<file path="src/rtl/core/epx_pkg.sv">
// Shared types and constants of the 2x pixel-art upscaler.
// No dependencies; imported by the interfaces and every module of the block.
`default_nettype none

package epx_pkg;

  // Input word kinds
  localparam logic MODE_PIXEL = 1'b0;
  localparam logic MODE_DRAIN = 1'b1;

  // Configuration register map
  localparam int CFG_INDEX_BITS  = 1;
  localparam int CFG_DATA_BITS   = 13;
  localparam int WIDTH_REG_BITS  = 9;
  localparam int HEIGHT_REG_BITS = 13;
  localparam logic [CFG_INDEX_BITS-1:0] REG_IMAGE_WIDTH  = 1'b0;
  localparam logic [CFG_INDEX_BITS-1:0] REG_IMAGE_HEIGHT = 1'b1;
  localparam logic [WIDTH_REG_BITS-1:0]  WIDTH_RESET  = 9'd8;
  localparam logic [HEIGHT_REG_BITS-1:0] HEIGHT_RESET = 13'd8;
  localparam int MAX_HEIGHT = 4096;

  // Result position fields
  localparam int COL_OUT_BITS = 8;
  localparam int ROW_BITS     = 12;

  // Neighborhood slots: center, up, right, left, down
  localparam int NB_COUNT = 5;
  localparam int NB_P = 0;
  localparam int NB_A = 1;
  localparam int NB_B = 2;
  localparam int NB_C = 3;
  localparam int NB_D = 4;

  // Queue between front and back
  localparam int QUEUE_DEPTH = 4;
  localparam int QPTR_BITS   = $clog2(QUEUE_DEPTH);
  localparam int QCNT_BITS   = QPTR_BITS + 1;

  typedef struct packed {
    logic [COL_OUT_BITS-1:0] block_column;
    logic [ROW_BITS-1:0]     block_row;
    logic                    last_block;
  } epx_tag_t;

endpackage

`default_nettype wire

</file>
<file path="src/rtl/core/epx_out_if.sv">
// Result block channel: valid/ready handshake with the 2x2 block and its position.
// Depends on epx_pkg.
`default_nettype none

interface epx_out_if
  import epx_pkg::*;
#(
  parameter int PIXEL_BITS = 8
);
  logic                    valid;
  logic                    ready;
  logic [PIXEL_BITS-1:0]   top_left;
  logic [PIXEL_BITS-1:0]   top_right;
  logic [PIXEL_BITS-1:0]   bottom_left;
  logic [PIXEL_BITS-1:0]   bottom_right;
  logic [COL_OUT_BITS-1:0] block_column;
  logic [ROW_BITS-1:0]     block_row;
  logic                    last_block;

  modport source (
    output valid, output top_left, output top_right, output bottom_left,
    output bottom_right, output block_column, output block_row, output last_block,
    input ready
  );
  modport sink (
    input valid, input top_left, input top_right, input bottom_left,
    input bottom_right, input block_column, input block_row, input last_block,
    output ready
  );
endinterface

`default_nettype wire

</file>
<file path="src/rtl/core/epx_back.sv">
// Back end: applies the EPX rules to the queue head and holds the result
// in an output register. Depends on epx_pkg and epx_out_if.
`default_nettype none

module epx_back
  import epx_pkg::*;
#(
  parameter int PIXEL_BITS = 8
) (
  input  wire logic                           clk,
  input  wire logic                           rst,
  input  wire logic                           head_valid,
  input  wire epx_tag_t                       head_tag,
  input  wire logic [NB_COUNT-1:0][PIXEL_BITS-1:0] head_nbr,
  output logic                                pop,
  epx_out_if.source                           blk_out
);

  logic [PIXEL_BITS-1:0] p, a, b, c, d;
  logic [PIXEL_BITS-1:0] tl, tr, bl, br;
  logic out_valid;

  assign p = head_nbr[NB_P];
  assign a = head_nbr[NB_A];
  assign b = head_nbr[NB_B];
  assign c = head_nbr[NB_C];
  assign d = head_nbr[NB_D];

  assign tl = (c == a && c != d && a != b) ? a : p;
  assign tr = (a == b && a != c && b != d) ? b : p;
  assign bl = (d == c && d != b && c != a) ? c : p;
  assign br = (b == d && b != a && d != c) ? d : p;

  // Load the output register when it is empty or being taken
  assign pop = head_valid && (!out_valid || blk_out.ready);

  always_ff @(posedge clk) begin
    if (rst) begin
      out_valid <= 1'b0;
    end else if (pop) begin
      out_valid <= 1'b1;
    end else if (blk_out.ready) begin
      out_valid <= 1'b0;
    end
  end

  always_ff @(posedge clk) begin
    if (pop) begin
      blk_out.top_left     <= tl;
      blk_out.top_right    <= tr;
      blk_out.bottom_left  <= bl;
      blk_out.bottom_right <= br;
      blk_out.block_column <= head_tag.block_column;
      blk_out.block_row    <= head_tag.block_row;
      blk_out.last_block   <= head_tag.last_block;
    end
  end

  assign blk_out.valid = out_valid;

endmodule

`default_nettype wire

</file>
<file path="src/flat_wrapper.sv">
// flat-port wrapper written by rule: the top's interface ports become plain ports
module epx_back_flat import epx_pkg::*;
#(
  parameter int PIXEL_BITS = 8
)
  (clk, rst, head_valid, head_tag, head_nbr, pop, blk_out_valid, blk_out_top_left, blk_out_top_right, blk_out_bottom_left, blk_out_bottom_right, blk_out_block_column, blk_out_block_row, blk_out_last_block, blk_out_ready);
  epx_out_if #(.PIXEL_BITS(PIXEL_BITS)) blk_out_i ();
  input  wire logic clk;
  input  wire logic rst;
  input  wire logic head_valid;
  input  wire epx_tag_t head_tag;
  input  wire logic [NB_COUNT-1:0][PIXEL_BITS-1:0] head_nbr;
  output logic pop;
  output wire logic [$bits(blk_out_i.valid)-1:0] blk_out_valid;
  output wire logic [$bits(blk_out_i.top_left)-1:0] blk_out_top_left;
  output wire logic [$bits(blk_out_i.top_right)-1:0] blk_out_top_right;
  output wire logic [$bits(blk_out_i.bottom_left)-1:0] blk_out_bottom_left;
  output wire logic [$bits(blk_out_i.bottom_right)-1:0] blk_out_bottom_right;
  output wire logic [$bits(blk_out_i.block_column)-1:0] blk_out_block_column;
  output wire logic [$bits(blk_out_i.block_row)-1:0] blk_out_block_row;
  output wire logic [$bits(blk_out_i.last_block)-1:0] blk_out_last_block;
  input wire logic [$bits(blk_out_i.ready)-1:0] blk_out_ready;
  assign blk_out_valid = blk_out_i.valid;
  assign blk_out_top_left = blk_out_i.top_left;
  assign blk_out_top_right = blk_out_i.top_right;
  assign blk_out_bottom_left = blk_out_i.bottom_left;
  assign blk_out_bottom_right = blk_out_i.bottom_right;
  assign blk_out_block_column = blk_out_i.block_column;
  assign blk_out_block_row = blk_out_i.block_row;
  assign blk_out_last_block = blk_out_i.last_block;
  assign blk_out_i.ready = blk_out_ready;
  epx_back #(.PIXEL_BITS(PIXEL_BITS)) u_core (.clk(clk), .rst(rst), .head_valid(head_valid), .head_tag(head_tag), .head_nbr(head_nbr), .pop(pop), .blk_out(blk_out_i));
endmodule
</file>
<file path="config.mk">
export PLATFORM = sky130hd
export DESIGN_NAME = epx_back_flat
export DESIGN_NICKNAME = d
export VERILOG_FILES = /design/src/rtl/core/epx_pkg.sv /design/src/rtl/core/epx_out_if.sv /design/src/rtl/core/epx_back.sv /design/src/flat_wrapper.sv
export SDC_FILE = /design/constraint.sdc
export NUM_CORES = 1
export LEC_CHECK = 0
export ABC_AREA = 1
export BUFFER_PORTS_ARGS = -buffer_cell sky130_fd_sc_hd__buf_2
export CORE_MARGIN = 2
export CORE_UTILIZATION = 28
export DETAILED_ROUTE_END_ITERATION = 8
export GPL_TIMING_DRIVEN = 1
export SETUP_SLACK_MARGIN = 0.15
export SLEW_MARGIN = 25
export SYNTH_ARGS = -nofsm -noshare
export SYNTH_HDL_FRONTEND = slang
export SYNTH_SLANG_ARGS = --single-unit
</file>
<file path="constraint.sdc">
create_clock -name clk -period 9 [get_ports clk]
set_input_delay 0.9 -clock clk [delete_from_list [all_inputs] [get_ports clk]]
set_output_delay 0.9 -clock clk [all_outputs]
set_load 0.02 [all_outputs]
</file>
* Word level (Yosys, flattened, before mapping)
Index checks and enable logic that the tools add are counted.
Operators by class: $add $sub $neg 0, multipliers 0, divide/modulo/power cells 0, magnitude comparators 0, equal/unequal tests 12, shift operators 0, mux-type cells 6, bitwise operators 0, reduce and logical (&&, ||, !) cells 12
Operator list (count):
- != test 8 bit | 8
- equality test 8 bit | 4
- 2-to-1 mux 8 bit | 4
- logical AND 1 bit | 9
- 2-to-1 mux 1 bit | 2
- nonzero test 2 bit | 1
- zero test 1 bit | 1
- logical OR 1 bit | 1
Word-level totals: flip-flop bits (word level) 54, latch bits 0, RAM bits 0, bits in read-only memories 0, memories kept 0

* Longest topological paths before layout
depth after elaboration 4, gate-level depth with buffers 10, gate-level depth less buffers 10

* Worst setup path after synthesis
OpenSTA, ideal clock, no wires.
path kind input-to-output, start point in head_valid, end point out pop, arrival 3.804 ns, required time 8.100 ns, slack 4.296 ns, stages 2, cell sequence inv_1 > a21oi_1
Between the ends: cells in the longest elaborated chain, start to end 1
Ends and longest elaborated chain:
- from (decl) | RTL line flat_wrapper.sv:10 | input wire logic head_valid;
- logical AND 1 bit | RTL line epx_back.sv:35 | assign pop = head_valid && (!out_valid || blk_out.ready);
- to (decl) | RTL line flat_wrapper.sv:13 | output logic pop;
No other way between the ends.

* Worst setup path after layout
start point in blk_out_ready, end point out pop
Between the ends: cells in the longest elaborated chain, start to end 2
Ends and longest elaborated chain:
- from (decl) | RTL line flat_wrapper.sv:22 | input wire logic [$bits(blk_out_i.ready)-1:0] blk_out_ready;
- logical OR 1 bit | RTL line epx_back.sv:35
- logical AND 1 bit | RTL line epx_back.sv:35
No other way between the ends.

==> impl_table.tex <==
\begin{tabular}{lr}
\hline
Metric & Value \\
\hline
\multicolumn{2}{l}{\textbf{Global route}} \\
Via count of the first global-routing pass & roughly 2,800 \\
Total gr overflow & 0 \\
Maximum number of pins on one net before global-route repair & 55 \\
Global-route wire length before repair & approximately 13,000 µm \\
Overall fraction of global-route tracks in use & around 15\% \\
Initial antenna violation count & 0 \\
\multicolumn{2}{l}{\textbf{Synth}} \\
Number of storage elements in the synthesis netlist & 54 \\
Cell type with the highest aggregate area in the netlist & sky130\_fd\_sc\_hd\_\_edfxtp\_1 \\
Count of warnings emitted by yosys & 0 \\
Synth Net Count & roughly 450 \\
Leading cell types by total area after synthesis & sky130\_fd\_sc\_hd\_\_edfxtp\_1 52\%, sky130\_fd\_sc\_hd\_\_nand2\_1 25\%, sky130\_fd\_sc\_hd\_\_inv\_1 3.8\% \\
Portion of synthesized cell area occupied by the leading cell type & 51.5\% \\
Avg Cell Area, Syn & a little over 8 µm² \\
Share of synthesized area occupied by flip-flops and latches & a little over half \\
Number of cells produced by synthesis & 380 \\
Cell Area, Synth & approximately 3000 µm² \\
Post-synthesis cell type count & 19 \\
\multicolumn{2}{l}{\textbf{Routing}} \\
DRC viols & 0 \\
Sum of routed wire length over all layers & 8800 µm \\
Vias after detailed routing & about 3,000 \\
Detail-routed net length per standard cell & 13.6 µm \\
Number of violations reported at the end of detailed-routing iteration 0 & about 190 \\
Via density & $\sim$4.6 \\
Routed Antenna Nets & 0 \\
DRT Pass-1 Iters & 5 \\
\multicolumn{2}{l}{\textbf{Power and ir drop}} \\
Worst-case vdd ir drop & about 62 µV \\
Leakage power summed over all cells & between 2 and 2.5 nW \\
Int Pwr & 414 µW \\
Share of total power in sequential cells & between 50\% and 60\% \\
Combinational share of power & 19.5\% \\
Switching fraction of total power & between 20\% and 30\% \\
Cell area power density & 143 nW/µm² \\
Clock share of power & roughly 28\% \\
Net load switching power & roughly 150 µW \\
\multicolumn{2}{l}{\textbf{Setup path}} \\
Cells on worst reg2reg path & 2 \\
Most prevalent standard cell on the critical path & sky130\_fd\_sc\_hd\_\_buf\_2 \\
Type of the worst setup path & input pin to output port \\
Crit start category & input pin \\
Reg-to-reg slack, setup & roughly 7.6 ns \\
Critical path data required time & 8.10 ns \\
Destination of the worst register-to-register timing path & u\_core.blk\_out.bottom\_right[4]\$\_DFFE\_PP\_ \\
Worst R2R Start & u\_core.blk\_out.valid\$\_SDFFE\_PP0P\_ \\
Delay contributed by the slowest stage of the critical path & 0.55 ns \\
Critical path peak fanout & between 50 and 60 \\
CP max stage cell & sky130\_fd\_sc\_hd\_\_buf\_4 \\
Data arrival time of the critical path & slightly below 2 ns \\
Cells traversed along the worst timing path & buf\_2 > inv\_1 > a21oi\_4 > buf\_4 > buf\_2 \\
Type of element capturing the critical path & output port \\
\multicolumn{2}{l}{\textbf{Timing}} \\
Layout Skew & approximately 0.011 ns \\
Max-slew headroom & a little under three fifths \\
Endpoints failing hold & 0 \\
Transition time at the pin with the least slew margin & about 0.65 ns \\
Minimum clock period after layout & approximately 2.9 ns \\
Setup-violating endpoint count in the final report & 0 \\
Post-route fraction of the period consumed by the critical path & between 30\% and 40\% \\
Setup repair after global routing missed its margin & false \\
Number of pins with negative max-slew slack in the final report & 0 \\
Worst slack on hold paths & slightly above 0.5 ns \\
Setup\_tns & 0 ns \\
Highest clock frequency the design can meet & roughly 350 MHz \\
\multicolumn{2}{l}{\textbf{Clocking}} \\
Root buf cell & sky130\_fd\_sc\_hd\_\_clkbuf\_8 \\
Insertion delay of the later-clocked pin in the worst-skew pair & 0.31 ns \\
TritonCTS clock tree & done \\
Clock transition at path regs & roughly 0.090 ns \\
Number of buffers added by the clock tree synthesis step & 5 \\
Total number of clock tree sinks & between 50 and 60 \\
Setup Buffers After CTS & 0 \\
Number of levels the H-tree was split into & 2 \\
Max Buffers Root-to-Sink & 2 \\
Post-CTS Hold Buffers & 0 \\
Number of gates resized after CTS & 0 \\
\multicolumn{2}{l}{\textbf{Floorplan}} \\
Cell Rows & 38 \\
Initial core utilization & 28.6\% \\
DIE WIDTH & roughly 110 µm \\
Die outline height & approximately 110 µm \\
Die ar. & 11,900 µm² \\
I/O Pins & between 100 and 150 \\
Area of the core region & $\sim$11,000 µm² \\
\multicolumn{2}{l}{\textbf{Place}} \\
Routability congestion estimate from global placement & 0.859 \\
Number of port buffers & approximately 120 \\
Final HPWL DP & 6640 µm \\
\multicolumn{2}{l}{\textbf{Finish}} \\
Number of antenna diodes & 0 \\
Post-layout net count & 570 \\
Fraction of final layout cells with drive strength greater than 1 & approximately 32\% \\
Syn-to-layout area delta & 28.6\% \\
\multicolumn{2}{l}{\textbf{Hold path}} \\
Start point of the worst min-delay path & u\_core.blk\_out.valid\$\_SDFFE\_PP0P\_ \\
Type of the tightest min-delay check & register to register \\
Hold worst-path end & u\_core.blk\_out.valid\$\_SDFFE\_PP0P\_ \\
Hold Path Stages & 2 \\
\multicolumn{2}{l}{\textbf{Flow run}} \\
Max-cap violations & 0 \\
\multicolumn{2}{l}{\textbf{Outcome}} \\
Result of the run & finished clean \\
\hline
\end{tabular}
==> stage by stage <==
step	power [mW]	utilization, %	worst slack [ns]	std cells	cell area, µm²
2_1_floorplan	0.369	-	4.30	380	3090
3_3_place_gp	0.412	35.8	6.13	638	3860
3_5_place_dp	0.415	35.8	6.08	638	3860
4_1_cts	0.575	36.8	6.08	646	3970
5_1_grt	0.597	36.8	6.00	646	3970
6_report	0.569	36.8	6.13	646	3970
==> how the worst max path moves through the flow <==
| stage | depth (start not counted) | start | endpoint | slack (ns) |
|---|---|---|---|---|
| 5_1_grt | 5 | blk_out_ready | pop | 6.00 |
| 2_1_floorplan | 2 | head_valid | pop | 4.30 |
| 3_3_place_gp | 5 | blk_out_ready | pop | 6.13 |
| 4_1_cts | 5 | blk_out_ready | pop | 6.08 |
| 6_report | 5 | blk_out_ready | pop | 6.13 |
| 3_5_place_dp | 5 | blk_out_ready | pop | 6.08 |
==> power by group through the flow <==
stage	sequential (mW)	clock, mW	combinational (mW)
4_1_cts	0.298	0.165	0.111
3_3_place_gp	0.303	0	0.109
2_1_floorplan	0.324	0	0.0447
6_report	0.297	0.161	0.111
5_1_grt	0.299	0.174	0.124
3_5_place_dp	0.304	0	0.111
==> cell families after synthesis <==
logic type                Yosys count  synth area share [%]
DFF                                54                  52.2
and+or+nand+nor                   274                  40.4
AOI/OAI and AO/OA                   2                 0.324
buffers and inverters              45                  5.71
xor gates and xnor gates            5                  1.42
==> synthesized netlist by cell type (all sizes together) <==
| cell | count |
|---|---|
| a21oi | 2 |
| buf | 2 |
| clkinv | 1 |
| dfxtp | 1 |
| edfxtp | 53 |
| inv | 42 |
| nand2 | 211 |
| nand3 | 21 |
| nand4 | 16 |
| nor2 | 26 |
| xnor2 | 5 |
==> layer usage <==
metal	vias up	wire length [µm]	track usage, %
met4	0	184	4.67
li1	1466	-	-
met1	1333	3610	17.3
met3	20	743	2.99
met5	-	0	0
met2	129	4260	26.3
==> critical path, delay by kind of cell <==
kind | cells | cell delay (ns)
buf+inv | 4 | 0.97
compound gates | 1 | 0.11
==> flip-flops by register name (all words and copies together), names as in the netlist <==
| name | cells |
|---|---|
| u_core.blk_out.valid | 1 |
| u_core.blk_out.top_right | 8 |
| u_core.blk_out.top_left | 8 |
| u_core.blk_out.last_block | 1 |
| u_core.blk_out.block_column | 8 |
| u_core.blk_out.bottom_left | 8 |
| u_core.blk_out.block_row | 12 |
| u_core.blk_out.bottom_right | 8 |
==> final cells by class <==
type	instances	area, µm²
inverters	43	161
fillers	1142	6820
repair buffers	120	603
clock buffers	6	72.6
flip-flops and latches	54	1610
well taps	140	175
multi-input cells	281	1310
clock inverters	2	37.5
==> placed cells by master, fill, tap and decap left out, drive strengths merged <==
master	instances
clkbuf	6
inv	42
edfxtp	53
nand4	16
xnor2	5
clkinvlp	1
nor2	26
a21oi	2
nand2	211
clkinv	1
bufinv	1
nand3	21
buf	120
dfxtp	1
No activity file was read; power rests on OpenSTA's default activity.
