[config.mk]
export PLATFORM = sky130hd
export DESIGN_NAME = epx_front_flat
export DESIGN_NICKNAME = d
export VERILOG_FILES = /design/src/rtl/core/epx_pkg.sv /design/src/rtl/core/epx_in_if.sv /design/src/rtl/core/epx_front.sv /design/src/flat_wrapper.sv
export SDC_FILE = /design/constraint.sdc
export NUM_CORES = 2
export LEC_CHECK = 0
export BUFFER_PORTS_ARGS = -buffer_cell sky130_fd_sc_hd__buf_4
export CAP_MARGIN = 20
export CORE_MARGIN = 3
export CORE_UTILIZATION = 40
export CTS_BUF_LIST = sky130_fd_sc_hd__clkbuf_4
export CTS_CLUSTER_SIZE = 25
export DETAILED_ROUTE_END_ITERATION = 8
export MAX_ROUTING_LAYER = met4
export PLACE_DENSITY = 0.62
export SLEW_MARGIN = 10
export SYNTH_ARGS = -nofsm -noshare
export SYNTH_HDL_FRONTEND = slang
export SYNTH_SLANG_ARGS = --single-unit
[constraint.sdc]
create_clock -name clk -period 12.4 [get_ports clk]
set_input_delay 0.62 -clock clk [delete_from_list [all_inputs] [get_ports clk]]
set_output_delay 0.62 -clock clk [all_outputs]
set_load 0.05 [all_outputs]
[src/rtl/core/epx_pkg.sv]
// Shared types and constants of the 2x pixel-art upscaler.
// No dependencies; imported by the interfaces and every module of the block.
`default_nettype none

package epx_pkg;

  // Input word kinds
  localparam logic MODE_PIXEL = 1'b0;
  localparam logic MODE_DRAIN = 1'b1;

  // Configuration register map
  localparam int CFG_INDEX_BITS  = 1;
  localparam int CFG_DATA_BITS   = 13;
  localparam int WIDTH_REG_BITS  = 9;
  localparam int HEIGHT_REG_BITS = 13;
  localparam logic [CFG_INDEX_BITS-1:0] REG_IMAGE_WIDTH  = 1'b0;
  localparam logic [CFG_INDEX_BITS-1:0] REG_IMAGE_HEIGHT = 1'b1;
  localparam logic [WIDTH_REG_BITS-1:0]  WIDTH_RESET  = 9'd8;
  localparam logic [HEIGHT_REG_BITS-1:0] HEIGHT_RESET = 13'd8;
  localparam int MAX_HEIGHT = 4096;

  // Result position fields
  localparam int COL_OUT_BITS = 8;
  localparam int ROW_BITS     = 12;

  // Neighborhood slots: center, up, right, left, down
  localparam int NB_COUNT = 5;
  localparam int NB_P = 0;
  localparam int NB_A = 1;
  localparam int NB_B = 2;
  localparam int NB_C = 3;
  localparam int NB_D = 4;

  // Queue between front and back
  localparam int QUEUE_DEPTH = 4;
  localparam int QPTR_BITS   = $clog2(QUEUE_DEPTH);
  localparam int QCNT_BITS   = QPTR_BITS + 1;

  typedef struct packed {
    logic [COL_OUT_BITS-1:0] block_column;
    logic [ROW_BITS-1:0]     block_row;
    logic                    last_block;
  } epx_tag_t;

endpackage

`default_nettype wire

[src/rtl/core/epx_in_if.sv]
// Source pixel channel: valid/ready handshake with mode and pixel payload.
// Depends on epx_pkg.
`default_nettype none

interface epx_in_if
  import epx_pkg::*;
#(
  parameter int PIXEL_BITS = 8
);
  logic                  valid;
  logic                  ready;
  logic                  mode;
  logic [PIXEL_BITS-1:0] pixel_value;

  modport source (output valid, output mode, output pixel_value, input ready);
  modport sink   (input valid, input mode, input pixel_value, output ready);
endinterface

`default_nettype wire

[src/rtl/core/epx_front.sv]
// Front end: accepts words, tracks raster position, owns the two line stores
// and gathers each block's neighborhood. Depends on epx_pkg and epx_in_if.
`default_nettype none

module epx_front
  import epx_pkg::*;
#(
  parameter int MAX_WIDTH  = 256,
  parameter int PIXEL_BITS = 8
) (
  input  wire logic                          clk,
  input  wire logic                          rst,
  input  wire logic                          cfg_we,
  input  wire logic [CFG_INDEX_BITS-1:0]     cfg_index,
  input  wire logic [CFG_DATA_BITS-1:0]      cfg_data,
  epx_in_if.sink                             pix_in,
  input  wire logic                          push_ready,
  output logic                               push_valid,
  output epx_tag_t                           push_tag,
  output logic [NB_COUNT-1:0][PIXEL_BITS-1:0] push_nbr
);

  localparam int CW = $clog2(MAX_WIDTH);
  localparam int WW = $clog2(MAX_WIDTH + 1);
  localparam int LW = WW + 1;

  logic [WIDTH_REG_BITS-1:0]  width_reg;
  logic [HEIGHT_REG_BITS-1:0] height_reg;
  logic [WW-1:0]              eff_w;
  logic [HEIGHT_REG_BITS-1:0] eff_h;

  logic [CW-1:0]       col, col_next;
  logic [ROW_BITS-1:0] row, row_next;
  logic                draining, draining_next;
  logic [PIXEL_BITS-1:0] left;

  logic [PIXEL_BITS-1:0] prev_mem  [MAX_WIDTH];
  logic [PIXEL_BITS-1:0] older_mem [MAX_WIDTH];
  logic [PIXEL_BITS-1:0] prev_q, prev1_q, older_q;
  logic [CW-1:0]         rd1_addr;

  logic accept, step_pix, step_drain, last_col, last_row;
  logic [ROW_BITS-1:0]   blk_row;
  logic [PIXEL_BITS-1:0] p, a, b, c, d;

  // Configuration registers
  always_ff @(posedge clk) begin
    if (rst) begin
      width_reg  <= WIDTH_RESET;
      height_reg <= HEIGHT_RESET;
    end else if (cfg_we) begin
      unique case (cfg_index)
        REG_IMAGE_WIDTH:  width_reg  <= WIDTH_REG_BITS'(cfg_data);
        REG_IMAGE_HEIGHT: height_reg <= cfg_data;
        default: ;
      endcase
    end
  end

  // Clamp out-of-range sizes
  always_comb begin
    if (width_reg == '0) begin
      eff_w = WW'(1);
    end else if (32'(width_reg) > 32'(MAX_WIDTH)) begin
      eff_w = WW'(MAX_WIDTH);
    end else begin
      eff_w = WW'(width_reg);
    end
    if (height_reg == '0) begin
      eff_h = HEIGHT_REG_BITS'(1);
    end else if (32'(height_reg) > 32'(MAX_HEIGHT)) begin
      eff_h = HEIGHT_REG_BITS'(MAX_HEIGHT);
    end else begin
      eff_h = height_reg;
    end
  end

  assign pix_in.ready = push_ready;
  assign accept     = pix_in.valid && pix_in.ready;
  assign step_pix   = accept && (pix_in.mode == MODE_PIXEL) && !draining;
  assign step_drain = accept && (pix_in.mode == MODE_DRAIN) && draining;

  assign last_col = (LW'(col) + LW'(1)) >= LW'(eff_w);
  assign last_row = (HEIGHT_REG_BITS'(row) + HEIGHT_REG_BITS'(1)) >= eff_h;

  // Neighborhood of the block at the current position
  assign blk_row = draining ? row : row - ROW_BITS'(1);
  assign p = prev_q;
  assign a = (blk_row != '0) ? older_q : p;
  assign b = last_col ? p : prev1_q;
  assign c = (col != '0) ? left : p;
  assign d = draining ? p : pix_in.pixel_value;

  assign push_valid             = step_drain || (step_pix && (row != '0));
  assign push_tag.block_column  = COL_OUT_BITS'(col);
  assign push_tag.block_row     = blk_row;
  assign push_tag.last_block    = draining && last_col;
  assign push_nbr[NB_P] = p;
  assign push_nbr[NB_A] = a;
  assign push_nbr[NB_B] = b;
  assign push_nbr[NB_C] = c;
  assign push_nbr[NB_D] = d;

  // Position update; a register write restarts the frame
  always_comb begin
    col_next      = col;
    row_next      = row;
    draining_next = draining;
    if (rst || cfg_we) begin
      col_next      = '0;
      row_next      = '0;
      draining_next = 1'b0;
    end else if (step_pix) begin
      if (last_col) begin
        col_next = '0;
        if (last_row) begin
          draining_next = 1'b1;
        end else begin
          row_next = row + ROW_BITS'(1);
        end
      end else begin
        col_next = col + CW'(1);
      end
    end else if (step_drain) begin
      if (last_col) begin
        col_next      = '0;
        row_next      = '0;
        draining_next = 1'b0;
      end else begin
        col_next = col + CW'(1);
      end
    end
  end

  always_ff @(posedge clk) begin
    if (rst) begin
      col      <= '0;
      row      <= '0;
      draining <= 1'b0;
    end else begin
      col      <= col_next;
      row      <= row_next;
      draining <= draining_next;
    end
  end

  always_ff @(posedge clk) begin
    if (step_pix || step_drain) begin
      left <= p;
    end
  end

  // Line stores: read ahead at the next position, forward this cycle's write
  assign rd1_addr = col_next + CW'(1);

  always_ff @(posedge clk) begin
    if (step_pix) begin
      prev_mem[col]  <= pix_in.pixel_value;
      older_mem[col] <= p;
    end
    prev_q  <= (step_pix && (col_next == col)) ? pix_in.pixel_value : prev_mem[col_next];
    prev1_q <= (step_pix && (rd1_addr == col)) ? pix_in.pixel_value : prev_mem[rd1_addr];
    older_q <= (step_pix && (col_next == col)) ? p : older_mem[col_next];
  end

  a_col_in_range: assert property (@(posedge clk) disable iff (rst)
    LW'(col) < LW'(eff_w))
    else $error("column position beyond image width");

  a_drain_on_last_row: assert property (@(posedge clk) disable iff (rst)
    draining |-> (HEIGHT_REG_BITS'(row) + HEIGHT_REG_BITS'(1)) == eff_h)
    else $error("draining while not on the last row");

  a_restart_after_last: assert property (@(posedge clk) disable iff (rst)
    (push_valid && push_tag.last_block) |=> (!draining && col == '0 && row == '0))
    else $error("frame did not restart after the final block");

endmodule

`default_nettype wire

[src/flat_wrapper.sv]
// flat-port wrapper written by rule: the top's interface ports become plain ports
module epx_front_flat import epx_pkg::*;
#(
  parameter int MAX_WIDTH  = 256,
  parameter int PIXEL_BITS = 8
)
  (clk, rst, cfg_we, cfg_index, cfg_data, push_ready, push_valid, push_tag, push_nbr, pix_in_valid, pix_in_mode, pix_in_pixel_value, pix_in_ready);
  epx_in_if #(.PIXEL_BITS(PIXEL_BITS)) pix_in_i ();
  input  wire logic clk;
  input  wire logic rst;
  input  wire logic cfg_we;
  input  wire logic [CFG_INDEX_BITS-1:0] cfg_index;
  input  wire logic [CFG_DATA_BITS-1:0] cfg_data;
  input  wire logic push_ready;
  output logic push_valid;
  output epx_tag_t push_tag;
  output logic [NB_COUNT-1:0][PIXEL_BITS-1:0] push_nbr;
  input wire logic [$bits(pix_in_i.valid)-1:0] pix_in_valid;
  input wire logic [$bits(pix_in_i.mode)-1:0] pix_in_mode;
  input wire logic [$bits(pix_in_i.pixel_value)-1:0] pix_in_pixel_value;
  output wire logic [$bits(pix_in_i.ready)-1:0] pix_in_ready;
  assign pix_in_i.valid = pix_in_valid;
  assign pix_in_i.mode = pix_in_mode;
  assign pix_in_i.pixel_value = pix_in_pixel_value;
  assign pix_in_ready = pix_in_i.ready;
  epx_front #(.MAX_WIDTH(MAX_WIDTH), .PIXEL_BITS(PIXEL_BITS)) u_core (.clk(clk), .rst(rst), .cfg_we(cfg_we), .cfg_index(cfg_index), .cfg_data(cfg_data), .pix_in(pix_in_i), .push_ready(push_ready), .push_valid(push_valid), .push_tag(push_tag), .push_nbr(push_nbr));
endmodule
---- After elaboration in Yosys (flattened, before gate mapping) ----
Memory sizes are Yosys's and may differ from the RTL's. A register that Yosys moved wholly into a read port is not among the register bits.
Index checks and enable logic that the tools add are counted.
storage, ports and cells
  register bits ........................... 51
  memories ................................ 2
  output and inout bits ................... 63
  bits in writable memories ............... 4096
memories
  name              depth  width  rd ports  clocked after memory_dff  wr ports  line             RTL
  u_core.older_mem  256    8      1         1                         1         epx_front.sv:38  logic [PIXEL_BITS-1:0] older_mem [MAX_WIDTH];
  u_core.prev_mem   256    8      2         2                         1         epx_front.sv:37  logic [PIXEL_BITS-1:0] prev_mem [MAX_WIDTH];
operators by class
  equality and inequality tests ........... 4
  bitwise gates (word level) .............. 2
  mux-type cells .......................... 25
  add/sub/neg operators ................... 6
  reduce and logical (&&, ||, !) cells .... 22
  $lt $le $gt $ge ......................... 4
operators with widths
  operator                                                              number
  12-bit two-way mux                                                    6
  8-bit two-way mux                                                     8
  13-bit two-way mux                                                    2
  12-bit nonzero test                                                   2
  9-bit two-way mux                                                     2
  8-bit by 1-bit adder with 8-bit output, second input constant         2
  12-bit by 1-bit adder with 13-bit output, second input constant       1
  13-bit greater-or-equal comparator                                    1
  13-bit > comparator, second input constant                            1
  13-bit zero test                                                      1
  12-bit by 1-bit adder with 12-bit output, second input constant       1
  12-bit by 1-bit subtractor with 12-bit output, second input constant  1
  10-bit by 9-bit greater-or-equal comparator with 1-bit output         1
  8-bit by 1-bit adder with 9-bit output, second input constant         1
  9-bit > comparator, second input constant                             1
  9-bit zero test                                                       1
  2-bit inequality test, second input constant                          4
  4-bit AND reduction                                                   2
  8-bit nonzero test                                                    1
  1-bit logical AND                                                     7
  1-bit two-way mux                                                     7
  2-bit AND reduction                                                   2
  1-bit logical OR                                                      3
  1-bit inverter                                                        2
  other kinds (3)                                                       3

---- Longest topological paths before layout ----
  depth after elaboration ................. 9
  mapped depth ............................ 17

---- Worst setup path after synthesis ----
No wires, ideal clock.
  path type ............................... reg2out
  start ................................... register with a tool-made name
  end ..................................... output port push_nbr[33] (netlist name)
  slack ................................... 2.135 ns
  arrival ................................. 9.645 ns
  required time ........................... 11.780 ns
  cell stages (with the launch flop) ...... 13
  path buffers ............................ 6
  path through ............................ dfxtp_1 > buf_4 > buf_4 > buf_4 > buf_4 > buf_2 > buf_2 > a211oi_1 > a31oi_1 > a221o_1 > o211ai_2 > nor2_1 > mux2_4
RTL lines
  what              line                RTL
  end: declaration  flat_wrapper.sv:17  output logic [NB_COUNT-1:0][PIXEL_BITS-1:0] push_nbr;

==> out/qor.csv <==
metric;value;unit
drc_errors;0;
cap_viol_max_count;0;
start_util;40.29;%
vias_per_cell;6.377;
die_w;674.2;um
ir_worst_vdd;120.9;uV
p_seq_share;54.7;%
pwr-share-comb;2.8;%
fin_skew;231.1;ps
layout_common_cells;edfxtp_1 (4104), clkbuf_4 (1630), mux4_2 (1474);
coreArea;0.4433;mm^2
grt_pass1_wl;858000;um
power;28.21;mW
cts_made_buffers;1153;
dp_cells;14630;
rsz0062_at_grt;no;
p_leak;62.48;nW
fin_crit_sh;72.19;%
clk_path_buf_depth;5;
ys_types;92;
yosysWarnings;0;
seq_area_frac_synth;69.67;%
slew_headroom;-0.6513;%
internal_power;22.05;mW
endpoint_kind;output pin;
dr.pass1.iters;6;
synth_ff_type;edfxtp_1;
dieArea;0.4545;mm^2
hold_start;pix_in_pixel_value[2];
hold_violations;0;
ios;91;
avgSynthCellArea;20.49;um^2
vias;106200;
tightestPinTransition;1510;ps
antenna_left;0;
post-route-min-period;8952;ps
path_max_fanout;71;
power_frac_clock;42.5;%
status;complete, but fails checks;
clk_latency;1780;ps
antenna_found_initial;63;
area_growth;13.74;%
routed_wl;629100;um
syn_inst;8717;
ctsRootBufferMaster;clkbuf_4;
path_cells;buf_12 -> nand3_2 -> buf_4 -> o22ai_1 -> a2111oi_0 -> buf_4 -> nor4_1 -> o21ai_0 -> a31oi_4 -> buf_4 -> mux2_2 -> buf_4;
max_freq;111.7;MHz
violations;slew limit;
drt_iter0_drc;16680;
path_class;reg -> out;
wl_per_cell;37.78;um
first_global_vias;105100;
min_path_type;in -> reg;
p_sw_share;21.84;%
worst_path_max_delay_cell;nor4_1;
p_per_area;138.9;mW/mm^2
crit_top_cell;buf_4;
cts_tree;yes;
die_y;674.2;um
grt-ovfl-total;0;
arrival;8330;ps
htreeDepth;7;
fill_cells;37660;
cts.sinks;4163;
setup_viol;0;
worstPathRequired;11780;ps
cp_top_family;buffers and inverters;
ys_ff_latch;4163;
p_switching;6.159;mW
synth_edf_count;4104;
grt.total_usage;28.43;%
final_common_cell;edfxtp_1;
portBuffers;90;
critPathMaxStageDelay;930;ps
critPathLaunchType;flip-flop;
finalNetCount;10040;
syn-num-nets;8775;
critPathBufInv;5;
post_cts_buffers;0;
fin_cells;16650;
clkSlewWorstSetupHoldPaths;70;ps
setup_tns;0;ps
async_reset_ff_share;0;%
slew_violations;1;
drive_gt1_share;39.33;%
grt_max_degree;133;
dp_hpwl;400300;um
routabilityCongestion;1.047;
rows;244;
syn_area;0.1786;mm^2
## worst paths after layout
kind                                                end  slack, ps  cells past startpoint
worst max-delay path                       push_nbr[29]       3450                     12
worst min-delay path            u_core.prev_mem[120][2]        160                      3
worst max register to register   u_core.older_mem[4][6]       5230                     10
worst min register to register     u_core.height_reg[0]        470                      2
## per-layer routing
layer	track usage, %	wire length (um)	vias to the layer above
met5	-	0	-
met4	15.48	35700	0
met3	9.565	80970	1507
met2	40.72	283600	7970
met1	35.68	228800	56200
li1	-	-	40520
## metrics by stage
step	setup WS, ps	cell area (um^2)	util (%)	hold WS (ps)
2_1_floorplan	2135	178600	-	435.8
3_3_place_gp	5493	188000	42.42	449.7
3_5_place_dp	5427	188300	42.48	455.4
4_1_cts	3497	202800	45.75	10.04
5_1_grt	3323	203100	45.81	70.84
6_report	3448	203100	45.82	160.9
## cell usage after synthesis, types with 12 or more instances
master,instances,area (um^2)
a21oi_1,126,630.6
nand2_1,357,1340
buf_4,101,758.2
and2_1,13,81.33
mux4_1,26,683.2
edfxtp_1,4104,123200
o211ai_1,25,187.7
nor4_1,25,156.4
dfxtp_1,59,1181
buf_12,13,260.3
nor3_1,37,185.2
clkbuf_1,234,878.3
nor2b_1,29,181.4
nand2b_1,21,131.4
mux2i_1,405,4054
buf_6,64,720.7
o21ai_0,145,725.7
xor2_1,13,113.9
a22oi_1,48,360.4
inv_1,23,86.33
nand3_1,65,325.3
ha_1,30,375.4
mux2_2,139,1565
and3_1,15,93.84
a2111oi_0,26,227.7
a22o_1,12,105.1
nand4_1,14,87.58
xnor2_1,22,192.7
buf_2,170,850.8
buf_1,34,127.6
o221ai_1,115,1007
mux4_2,1474,33200
a211oi_1,36,270.3
o22ai_1,77,481.7
a221oi_1,94,823.3
nor2_1,341,1280
## layout make-up
type	count	area [um^2]	share of cell area, %
Antenna cell	63	157.7	0.07761
Clock buffer	1626	12210	6.009
Clock inverter	232	1418	0.6979
Inverter	27	121.4	0.05975
Multi-Input combinational cell	3902	51150	25.18
Sequential cell	4163	124500	61.27
Tap cell	5904	7387	3.637
Timing Repair Buffer	735	6231	3.067
## logic make-up after synthesis
group | count (synthesis) | share of synthesized area (%)
simple gates | 969 | 2.397
mux | 2048 | 22.16
compound gates | 820 | 3.256
buf+inv | 652 | 2.142
fa+ha+maj | 30 | 0.2102
flops | 4163 | 69.67
xor+xnor | 35 | 0.1716
## power by group through the flow
stage	sequential [mW]	clock, mW	combinational [mW]
2_1_floorplan	15.8	0	0.400
3_3_place_gp	15.7	0	0.731
3_5_place_dp	15.7	0	0.752
4_1_cts	15.4	12.2	0.778
5_1_grt	15.4	13.0	0.817
6_report	15.4	12.0	0.784
## what timing repair did
action                    4_1_cts  5_1_grt
hold endpoints to repair     1368        0
resized for setup               0        0
hold buffers                   82        0
## worst min-delay path: cells and delay by family
family	cells	cell delay (ps)
buf+inv	3	1020
Note: power is estimated with default switching activity, not from simulation.
